`config.mk`:
```
export PLATFORM = sky130hd
export DESIGN_NAME = latg_scan
export DESIGN_NICKNAME = d
export VERILOG_FILES = /design/src/rtl/latg_pkg.sv /design/src/rtl/latg_scan.sv
export VERILOG_INCLUDE_DIRS = /design/src /design/src/rtl
export SDC_FILE = /design/constraint.sdc
export NUM_CORES = 1
export LEC_CHECK = 0
export ABC_AREA = 1
export ABC_CLOCK_PERIOD_IN_PS = 4000
export BUFFER_PORTS_ARGS = -buffer_cell sky130_fd_sc_hd__buf_2
export CAP_MARGIN = 0
export CORE_MARGIN = 5
export CORE_UTILIZATION = 52
export DETAILED_ROUTE_END_ITERATION = 7
export HOLD_SLACK_MARGIN = 0.15
export PLACE_DENSITY = 0.72
export SLEW_MARGIN = 10
export SYNTH_ARGS = -nofsm -noshare
export SYNTH_HDL_FRONTEND = slang
export SYNTH_SLANG_ARGS = --single-unit
```
`constraint.sdc`:
```
create_clock -name clk -period 4 [get_ports clk]
set_clock_uncertainty 0.1 [all_clocks]
set_input_delay 0.4 -clock clk [delete_from_list [all_inputs] [get_ports clk]]
set_output_delay 0.4 -clock clk [all_outputs]
set_load 0.02 [all_outputs]
```
`src/rtl/lidar_assisted_teleop_guard_assert.svh`:
```
// assertion macros shared by the guard rtl
`ifndef LIDAR_ASSISTED_TELEOP_GUARD_ASSERT_SVH
`define LIDAR_ASSISTED_TELEOP_GUARD_ASSERT_SVH

// same-cycle implication, sampled on clk, quiet during reset
`define LATG_ASSERT_IMP(label, ante, cons) \
    label: assert property (@(posedge clk) disable iff (!rst_n) (ante) |-> (cons)) \
        else $error("latg: same-cycle check failed");

// next-cycle implication, sampled on clk, quiet during reset
`define LATG_ASSERT_NEXT(label, ante, cons) \
    label: assert property (@(posedge clk) disable iff (!rst_n) (ante) |=> (cons)) \
        else $error("latg: next-cycle check failed");

`endif

```
`src/rtl/latg_pkg.sv`:
```
// shared types, constants and key table of the teleop guard
`default_nettype none

package latg_pkg;

    localparam int SECTORS     = 5;
    localparam int SEC_W       = $clog2(SECTORS);
    localparam int CFG_W       = 16;
    localparam int SPEED_W     = 24;
    localparam int VEL_W       = 25;
    localparam int SCALED_W    = 28;
    localparam int RECIP_W     = 29;
    localparam int RECIP_SHIFT = 32;
    localparam int PROD_W      = SCALED_W + RECIP_W;
    localparam int QUO_W       = PROD_W - RECIP_SHIFT;

    localparam logic [CFG_W-1:0]   OBSTACLE_RESET  = 16'd1000;
    localparam logic [CFG_W-1:0]   FAR_START_RESET = 16'd50000;
    localparam logic [SPEED_W-1:0] LIN_SPEED_RESET = 24'd32768;
    localparam logic [SPEED_W-1:0] TURN_RATE_RESET = 24'd65536;
    localparam logic [SPEED_W-1:0] SPEED_MAX       = 24'hFFFFFF;
    // ceil(2^32 / 10): exact floor division by ten for 28-bit numerators
    localparam logic [RECIP_W-1:0] RECIP_10        = 29'd429496730;
    localparam logic [7:0]         KEY_CTRL_C      = 8'h03;

    localparam logic REQ_KEY   = 1'b0;
    localparam logic REQ_RANGE = 1'b1;

    localparam logic CFG_OBSTACLE  = 1'b0;
    localparam logic CFG_FAR_START = 1'b1;

    // sector order follows scan angle
    localparam int SEC_RIGHT       = 0;
    localparam int SEC_FRONT_RIGHT = 1;
    localparam int SEC_FRONT       = 2;
    localparam int SEC_FRONT_LEFT  = 3;
    localparam int SEC_LEFT        = 4;

    typedef logic signed [1:0] dir_t;

    localparam dir_t D_POS  = 2'sb01;
    localparam dir_t D_NEG  = 2'sb11;
    localparam dir_t D_ZERO = 2'sb00;

    typedef enum logic [1:0] {
        ACT_USER  = 2'd0,
        ACT_STOP  = 2'd1,
        ACT_LEFT  = 2'd2,
        ACT_RIGHT = 2'd3
    } action_t;

    typedef enum logic [1:0] {
        STEP_HOLD = 2'd0,
        STEP_UP   = 2'd1,
        STEP_DOWN = 2'd2
    } step_t;

    typedef struct packed {
        dir_t x;
        dir_t y;
        dir_t z;
        dir_t yaw;
    } dir4_t;

    typedef struct packed {
        logic  move_hit;
        dir4_t dir;
        logic  speed_hit;
        step_t lin_step;
        step_t ang_step;
    } key_decode_t;

    typedef struct packed {
        dir4_t              dir;
        logic [SPEED_W-1:0] lin_speed;
        logic [SPEED_W-1:0] turn_rate;
        logic               exit_req;
    } motion_t;

    typedef struct packed {
        logic               scan_done;
        logic [SECTORS-1:0] blocked;
    } scan_status_t;

    function automatic key_decode_t decode_key(input logic [7:0] key);
        key_decode_t kd;
        kd = '0;
        kd.move_hit  = 1'b1;
        kd.lin_step  = STEP_HOLD;
        kd.ang_step  = STEP_HOLD;
        case (key)
            "i":     kd.dir = {D_POS,  D_ZERO, D_ZERO, D_ZERO};
            "o":     kd.dir = {D_POS,  D_ZERO, D_ZERO, D_NEG};
            "j":     kd.dir = {D_ZERO, D_ZERO, D_ZERO, D_POS};
            "l":     kd.dir = {D_ZERO, D_ZERO, D_ZERO, D_NEG};
            "u":     kd.dir = {D_POS,  D_ZERO, D_ZERO, D_POS};
            ",":     kd.dir = {D_NEG,  D_ZERO, D_ZERO, D_ZERO};
            ".":     kd.dir = {D_NEG,  D_ZERO, D_ZERO, D_POS};
            "m":     kd.dir = {D_NEG,  D_ZERO, D_ZERO, D_NEG};
            "O":     kd.dir = {D_POS,  D_NEG,  D_ZERO, D_ZERO};
            "I":     kd.dir = {D_POS,  D_ZERO, D_ZERO, D_ZERO};
            "J":     kd.dir = {D_ZERO, D_POS,  D_ZERO, D_ZERO};
            "L":     kd.dir = {D_ZERO, D_NEG,  D_ZERO, D_ZERO};
            "U":     kd.dir = {D_POS,  D_POS,  D_ZERO, D_ZERO};
            "<":     kd.dir = {D_NEG,  D_ZERO, D_ZERO, D_ZERO};
            ">":     kd.dir = {D_NEG,  D_NEG,  D_ZERO, D_ZERO};
            "M":     kd.dir = {D_NEG,  D_POS,  D_ZERO, D_ZERO};
            "t":     kd.dir = {D_ZERO, D_ZERO, D_POS,  D_ZERO};
            "b":     kd.dir = {D_ZERO, D_ZERO, D_NEG,  D_ZERO};
            "k":     kd.dir = {D_ZERO, D_ZERO, D_ZERO, D_ZERO};
            "K":     kd.dir = {D_ZERO, D_ZERO, D_ZERO, D_ZERO};
            "q":
            begin
                kd.move_hit = 1'b0; kd.speed_hit = 1'b1;
                kd.lin_step = STEP_UP; kd.ang_step = STEP_UP;
            end
            "z":
            begin
                kd.move_hit = 1'b0; kd.speed_hit = 1'b1;
                kd.lin_step = STEP_DOWN; kd.ang_step = STEP_DOWN;
            end
            "w":
            begin
                kd.move_hit = 1'b0; kd.speed_hit = 1'b1;
                kd.lin_step = STEP_UP;
            end
            "x":
            begin
                kd.move_hit = 1'b0; kd.speed_hit = 1'b1;
                kd.lin_step = STEP_DOWN;
            end
            "e":
            begin
                kd.move_hit = 1'b0; kd.speed_hit = 1'b1;
                kd.ang_step = STEP_UP;
            end
            "c":
            begin
                kd.move_hit = 1'b0; kd.speed_hit = 1'b1;
                kd.ang_step = STEP_DOWN;
            end
            default: kd.move_hit = 1'b0;
        endcase
        return kd;
    endfunction

endpackage

`default_nettype wire

```
`src/rtl/latg_scan.sv`:
```
// sector minimum tracker over one range scan
`default_nettype none

module latg_scan #(
    parameter int SAMPLES_PER_SCAN = 720,
    parameter int RANGE_BITS       = 16
) (
    input  logic                       clk,
    input  logic                       rst_n,
    input  logic                       scan_go,
    input  logic [RANGE_BITS-1:0]      range_mm,
    input  logic [latg_pkg::CFG_W-1:0] obstacle_mm,
    input  logic [latg_pkg::CFG_W-1:0] far_start_mm,
    output latg_pkg::scan_status_t     status
);

    `include "lidar_assisted_teleop_guard_assert.svh"

    localparam int IDX_W = $clog2(SAMPLES_PER_SCAN);
    localparam int ACC_W = $clog2(SAMPLES_PER_SCAN + latg_pkg::SECTORS);
    localparam int MIN_W = (RANGE_BITS > latg_pkg::CFG_W) ? RANGE_BITS : latg_pkg::CFG_W;
    localparam int SEC_W = latg_pkg::SEC_W;

    logic [IDX_W-1:0] idx_reg;
    logic [IDX_W-1:0] idx_next;
    logic [ACC_W-1:0] acc_reg;
    logic [ACC_W-1:0] acc_next;
    logic [ACC_W-1:0] acc_sum;
    logic [SEC_W-1:0] sec_reg;
    logic [SEC_W-1:0] sec_next;
    logic [MIN_W-1:0] min_reg  [latg_pkg::SECTORS];
    logic [MIN_W-1:0] min_next [latg_pkg::SECTORS];
    logic [MIN_W-1:0] base;
    logic [MIN_W-1:0] range_w;
    logic [latg_pkg::SECTORS-1:0] blocked;
    logic             first;
    logic             last;

    assign range_w = MIN_W'(range_mm);
    assign first   = (idx_reg == '0);
    assign last    = (idx_reg == IDX_W'(SAMPLES_PER_SCAN - 1));
    assign acc_sum = acc_reg + ACC_W'(latg_pkg::SECTORS);

    // running minima, reloaded at the first sample of a scan
    always_comb
    begin
        for (int i = 0; i < latg_pkg::SECTORS; i++)
        begin
            base        = first ? MIN_W'(far_start_mm) : min_reg[i];
            min_next[i] = min_reg[i];
            if (scan_go)
            begin
                min_next[i] = base;
                if (sec_reg == SEC_W'(i) && range_w <= base)
                    min_next[i] = range_w;
            end
            blocked[i] = min_next[i] < MIN_W'(obstacle_mm);
        end
    end

    // sector = index * sectors / samples, kept as quotient and remainder
    always_comb
    begin
        idx_next = idx_reg;
        acc_next = acc_reg;
        sec_next = sec_reg;
        if (scan_go)
        begin
            if (last)
            begin
                idx_next = '0;
                acc_next = '0;
                sec_next = '0;
            end
            else
            begin
                idx_next = idx_reg + IDX_W'(1);
                if (acc_sum >= ACC_W'(SAMPLES_PER_SCAN))
                begin
                    acc_next = acc_sum - ACC_W'(SAMPLES_PER_SCAN);
                    sec_next = sec_reg + SEC_W'(1);
                end
                else
                begin
                    acc_next = acc_sum;
                end
            end
        end
    end

    assign status.blocked   = blocked;
    assign status.scan_done = scan_go && last;

    always_ff @(posedge clk or negedge rst_n)
    begin
        if (!rst_n)
        begin
            idx_reg <= '0;
            acc_reg <= '0;
            sec_reg <= '0;
        end
        else
        begin
            idx_reg <= idx_next;
            acc_reg <= acc_next;
            sec_reg <= sec_next;
        end
    end

    always_ff @(posedge clk)
    begin
        for (int i = 0; i < latg_pkg::SECTORS; i++)
            min_reg[i] <= min_next[i];
    end

    `LATG_ASSERT_IMP(a_sector_range, 1'b1, sec_reg <= SEC_W'(latg_pkg::SECTORS - 1) && acc_reg < ACC_W'(SAMPLES_PER_SCAN))
    `LATG_ASSERT_IMP(a_last_in_left, last, sec_reg == SEC_W'(latg_pkg::SECTORS - 1))

endmodule

`default_nettype wire

```
==> results of run 1 <==
-- layout make-up --
cell class              instances  share of cell area (%)
multi-input cells            1008                   59.29
flip-flops and latches        103                   19.16
repair buffers                186                   13.26
inverters                      98                   3.281
well taps                     220                   2.422
clock buffers                  11                   2.048
clock inverters                 5                  0.5065
repair inverters                1                 0.03303
-- worst max path at each step --
stage	start	end	slack (ps)	depth (start not counted)
after floorplan	idx_reg[5]	status[2]	-90	25
after global placement	idx_reg[7]	status[4]	-890	27
after detailed placement	idx_reg[1]	status[4]	-1000	30
after CTS	idx_reg[4]	status[4]	-1040	29
after global routing	idx_reg[7]	status[1]	-1280	29
final	idx_reg[5]	status[4]	-1040	29
-- logic make-up after synthesis --
family | count (synthesis)
flip-flops | 103
AO/OA/AOI/OAI | 345
XOR/XNOR | 11
AND/OR/NAND/NOR | 486
adder cells (fa/ha/maj) | 166
buffers and inverters | 142
-- layer usage --
layer / routed length, um / global-route usage [%] / vias to the layer above
li1: - / - / 4602
met1: 11630 / 33.75 / 4139
met2: 12600 / 43.99 / 304
met3: 1580 / 4.082 / 49
met4: 848 / 8.159 / 0
met5: 0 / 0 / -
-- worst register-to-register path: stages (launching register included) --
cell and delay, ps:
dfrtp_1 410, nor2_4 150, nand4_4 120, nor2_8 200
inv_6 80, buf_6 130, buf_6 100, or2_4 240
buf_6 150, o21ai_4 60, ha_1 280, a21oi_2 140
nor2_1 50, nor2_1 80, nand2_1 90, nand2_1 60
nand2_1 50, nand2_2 110, nand2_4 90, buf_12 150
o21ai_0 150, a21oi_1 110, buf_4 140, buf_4 110
-- stage by stage --
stage	std cells	area (um2)	power, mW
finish	1632	11360	7.559
global route	1632	11360	8.238
global placement	1590	10050	5.646
detailed placement	1590	10050	5.748
CTS	1619	10810	7.024
floorplan	1253	8889	4.463
-- power by group through the flow --
stage	Combinational, mW	Sequential [mW]	Clock (mW)
floorplan	2.80	1.66	0
global placement	3.95	1.70	0
global route	5.47	1.79	0.980
CTS	4.39	1.70	0.932
detailed placement	4.04	1.70	0
finish	4.90	1.74	0.917
-- synthesized netlist by cell type (all sizes together), types with 2 or more instances --
| library cell | n | area (um2) |
|---|---|---|
| o21ai | 164 | 839.6 |
| nor3 | 12 | 60.06 |
| o22ai | 6 | 37.54 |
| nor4 | 2 | 12.51 |
| dfrtp | 23 | 575.6 |
| nor2 | 134 | 531.8 |
| xor2 | 9 | 78.83 |
| nand3 | 32 | 160.2 |
| inv | 98 | 370.4 |
| or2 | 15 | 96.35 |
| nand4 | 15 | 108.9 |
| a21oi | 148 | 759.5 |
| o211ai | 2 | 15.01 |
| o21a | 3 | 22.52 |
| ha | 166 | 2077 |
| dfxtp | 80 | 1602 |
| buf | 12 | 48.79 |
| clkbuf | 32 | 120.1 |
| a21o | 5 | 37.54 |
| xnor2 | 2 | 17.52 |
| a211oi | 9 | 67.56 |
| nand2 | 276 | 1036 |
| o221ai | 4 | 35.03 |
-- repair_timing --
item	CTS	global route
hold buffers	1	0
pin swaps	67	77
gates cloned	3	1
resized for setup	94	117
setup endpoints to repair	5	5
hold endpoints to repair	23	0
buffers inserted	10	14
==> results.sh, run 1 <==
export IMPL_io_pins=57
export IMPL_synthDistinctLibCells=39
export IMPL_intPower_mw=4.126
export IMPL_cts_path_max_buffers=2
export IMPL_post_route_period_util_pct=126.0
export IMPL_synth_compound_area_share_pct=21.12
export IMPL_cts_sinks=103
export IMPL_power_leakage_nw=5.581
export IMPL_setup_viol=5
export IMPL_multi_input_area_mm2=0.006738
export IMPL_coreArea_mm2=0.01652
export IMPL_hold_start="range_mm[12]"
export IMPL_gp_congestion=0.8828
export IMPL_synth_area_mm2=0.008742
export IMPL_startpoint_type="flip-flop"
export IMPL_rsz0062_at_grt="true"
export IMPL_clkLatencyLatePin_ps=360
export IMPL_hpwl_um=19120
export IMPL_slew_headroom_pct=63.98
export IMPL_io_buffer_count=56
export IMPL_yosys_warnings=0
export IMPL_area_delta_synth_final_pct=29.98
export IMPL_peakVddDrop_uv=413.4
export IMPL_vias=9094
export IMPL_sequentialPowerShare_pct=23.0
export IMPL_grt_pass1_vias=8496
export IMPL_layout_min_cycle_time_ps=5041
export IMPL_power_density_mw_per_mm2=665.2
export IMPL_grt_max_degree=72
export IMPL_antennaDiodeCount=0
export IMPL_drive_above_1_share_pct=26.20
export IMPL_power_share_clock_pct=12.1
export IMPL_ant_nets=0
export IMPL_fillerInstances=1348
export IMPL_regArea_mm2=0.002177
export IMPL_fin_hold_ws_ps=338.1
export IMPL_cts_tree="done"
export IMPL_crit_required_ps=3500
export IMPL_finalSetupTns_ps=-4927
export IMPL_die_area_mm2=0.01950
export IMPL_max_freq_ghz=0.1984
export IMPL_worstHoldPathCells=3
export IMPL_fp_dieH_um=139.7
export IMPL_start_util_pct=52.90
export IMPL_violations="setup timing"
export IMPL_finalMaxSlewViolations=0
export IMPL_worst_pin_slew_ps=540.3
export IMPL_avgSynthCellArea_um2=6.977
export IMPL_grt_pass1_wl_um=41410
export IMPL_crit_family="simple AND/OR/NAND/NOR gates"
export IMPL_grt_overflow=0
export IMPL_placementRows=47
export IMPL_switching_share_pct=45.41
export IMPL_post_place_ws_ps=-998.5
export IMPL_synth_top_family_by_area="adder cells"
export IMPL_finalWirelength_um=26670
export IMPL_vias_per_cell=5.572
export IMPL_crit_slowest_cell="dfrtp_1"
export IMPL_yosys_register_bits=103
export IMPL_power_switching_mw=3.432
export IMPL_cts_root_buf="clkbuf_16"
export IMPL_cp_end_kind="output port"
export IMPL_synth_cells=1253
export IMPL_hold_end="min_reg[0][28]"
export IMPL_synth_xor_area_share_pct=1.102
export IMPL_r2r_cells=23
export IMPL_wl_per_cell_um=16.34
export IMPL_clkTransAtPathRegs_ps=70
export IMPL_layout_common_cells="nand2_1, ha_1, nor2_1"
export IMPL_status="complete, but fails checks"
export IMPL_slowest_delay_ps=410
export IMPL_critPathBufInv=6
export IMPL_drtIter0Drc=662
export IMPL_synthMuxAreaShare_pct=0
export IMPL_synth_edff_count=0
export IMPL_synthSimpleGateAreaFrac_pct=22.94
export IMPL_timing_rr_start="idx_reg[5]"
export IMPL_worst_path_max_fanout=12
export IMPL_worstHoldPathType="in2reg"
export IMPL_synth_flop_cell="dfxtp_1"
export IMPL_r2r_end="min_reg[0][69]"
export IMPL_htree_num_levels=3
export IMPL_synth_fa_ha_area_share_pct=23.76
export IMPL_grt_antenna_before_repair=0
export IMPL_worstPathArrival_ps=4540
export IMPL_die_width_um=139.7
export IMPL_synth_seq_area_share_pct=24.90
export IMPL_syn_num_nets=1470
export IMPL_numCtsBuffers=9
export IMPL_num_nets_final=1624
export IMPL_critPathKind="reg2out"
export IMPL_drc_errors=0
export IMPL_layout_commonest_cell="nand2_1"
export IMPL_final_util_pct=68.77
export IMPL_hold_viol_final=0
export IMPL_largest_register_ffs=80
export IMPL_p_comb_share_pct=64.9
export IMPL_rrSetupSlack_ps=550
export IMPL_first_pass_iters=5
export IMPL_async_flop_share_pct=22.33
export IMPL_cap_viol_max_count=0
export IMPL_track_usage_pct=25.87
export IMPL_worst_slack_ps=-1041
Power figures use the tool's default switching activity.
==> run 2: changes to the inputs <==
REMOVE_ABC_BUFFERS = 1   (was default)
==> results.sh, run 2 (synthesis gave the netlist of run 1 again) <==
export IMPL_largest_register_ffs=80
export IMPL_layout_common_cells="nand2_1, ha_1, buf_4"
export IMPL_cap_viol_max_count=0
export IMPL_crit_family="buffers and inverters"
export IMPL_grt_max_degree=85
export IMPL_start_util_pct=52.90
export IMPL_die_width_um=139.7
export IMPL_rsz0062_at_grt="true"
export IMPL_power_density_mw_per_mm2=672.1
export IMPL_finalWirelength_um=30350
export IMPL_drc_errors=0
export IMPL_track_usage_pct=28.45
export IMPL_max_freq_ghz=0.1986
export IMPL_violations="setup timing"
export IMPL_final_util_pct=73.64
export IMPL_cts_path_max_buffers=2
export IMPL_htree_num_levels=3
export IMPL_finalSetupTns_ps=-4971
export IMPL_fin_hold_ws_ps=317.4
export IMPL_cp_end_kind="output port"
export IMPL_grt_overflow=0
export IMPL_startpoint_type="flip-flop"
export IMPL_die_area_mm2=0.01950
export IMPL_hold_viol_final=0
export IMPL_clkLatencyLatePin_ps=370
export IMPL_finalMaxSlewViolations=0
export IMPL_worst_path_max_fanout=8
export IMPL_num_nets_final=1668
export IMPL_critPathKind="reg2out"
export IMPL_slowest_delay_ps=390
export IMPL_first_pass_iters=7
export IMPL_hpwl_um=19690
export IMPL_placementRows=47
export IMPL_vias=9744
export IMPL_slew_headroom_pct=62.18
export IMPL_grt_pass1_vias=9025
export IMPL_io_pins=57
export IMPL_grt_pass1_wl_um=44710
export IMPL_peakVddDrop_uv=349.1
export IMPL_crit_required_ps=3500
export IMPL_antennaDiodeCount=0
export IMPL_layout_min_cycle_time_ps=5036
export IMPL_vias_per_cell=5.814
export IMPL_numCtsBuffers=9
export IMPL_setup_viol=5
export IMPL_worstPathArrival_ps=4540
export IMPL_critPathBufInv=8
export IMPL_cts_tree="done"
export IMPL_worst_path_most_repeated_cell="buf_4"
export IMPL_crit_slowest_cell="dfrtp_1"
export IMPL_post_route_period_util_pct=125.9
export IMPL_worst_pin_slew_ps=565.1
export IMPL_wl_per_cell_um=18.11
export IMPL_gp_congestion=0.9356
export IMPL_clkTransAtPathRegs_ps=70
export IMPL_grt_antenna_before_repair=0
export IMPL_fp_dieH_um=139.7
export IMPL_worst_slack_ps=-1036
export IMPL_status="complete, but fails checks"
export IMPL_area_delta_synth_final_pct=39.19
export IMPL_p_total_mw=8.178
export IMPL_cts_sinks=103
export IMPL_coreArea_mm2=0.01652
export IMPL_ant_nets=0
export IMPL_io_buffer_count=56
export IMPL_power_leakage_nw=5.920
export IMPL_cts_root_buf="clkbuf_16"
export IMPL_worstHoldPathType="in2reg"
export IMPL_layout_commonest_cell="nand2_1"
export IMPL_drtIter0Drc=983
export IMPL_drive_above_1_share_pct=32.55
[run 2: changes by cell type in the layout (fill, tap and decap cells not counted), sizes merged]
cell | previous run | this run
clkinv | 3 | 4
bufinv | 1 | 2
buf | 184 | 228
inv | 100 | 98
clkbuf | 12 | 11
bufbuf | 0 | 1
[run 2: where the power goes]
| part | switching, mW | leakage (nW) | total, mW | internal (mW) |
|---|---|---|---|---|
| logic | 2.96 | 4.80 | 5.42 | 2.46 |
| clock network | 0.430 | 0.162 | 0.994 | 0.564 |
| registers | 0.310 | 0.954 | 1.76 | 1.45 |
| total | 3.70 | 5.92 | 8.18 | 4.48 |
[run 2: cell type report]
| type | count | area (um2) |
|---|---|---|
| Clock buffer | 10 | 239.0 |
| Clock inverter | 6 | 83.83 |
| Fill cell | 1172 | 4357 |
| Inverter | 98 | 375.4 |
| Multi-Input combinational cell | 1008 | 7041 |
| Sequential cell | 103 | 2177 |
| Tap cell | 220 | 275.3 |
| Timing Repair Buffer | 231 | 1977 |
[run 2: tightest hold or removal path, delay by kind of cell]
kind            cells  cell delay [ps]
compound gates      2              210
buf+inv             1              130
[run 2: what timing repair did]
item | 4_1_cts | 5_1_grt
endpoints found under the setup margin | 5 | 5
hold buffers | 1 | 0
resized for setup | 173 | 167
endpoints found under the hold margin | 23 | 0
cloned | 4 | 1
buffers inserted | 31 | 14
pin swaps | 111 | 108
[run 2: layer usage]
layer	track usage, %	routed length, um	up-vias
met2	46.13	14080	412
met4	15.86	1885	0
met1	36.59	12580	4536
met5	0	0	-
met3	3.774	1800	122
li1	-	-	4674
[run 2: path summary, 6_finish.rpt]
kind | slack [ps] | to | start | cells past startpoint
worst min register to register | 390 | min_reg[0][48] | min_reg[0][48] | 2
worst max register to register | 370 | min_reg[0][48] | idx_reg[1] | 24
min in group asynchronous | 440 | sec_reg[2] | rst_n | 2
max in group asynchronous | 3000 | idx_reg[0] | rst_n | 2
worst max-delay path | -1040 | status[0] | idx_reg[1] | 26
worst min-delay path | 320 | min_reg[0][49] | range_mm[1] | 3
[run 2: metrics by stage]
| step | cell area [um2] | worst slack [ps] | std cells |
|---|---|---|---|
| 2_1_floorplan | 8573 | -764.7 | 1209 |
| 3_3_place_gp | 10170 | -879.0 | 1610 |
| 3_5_place_dp | 10170 | -922.7 | 1610 |
| 4_1_cts | 11420 | -961.5 | 1662 |
| 5_1_grt | 12170 | -1188 | 1676 |
| 6_report | 12170 | -1036 | 1676 |
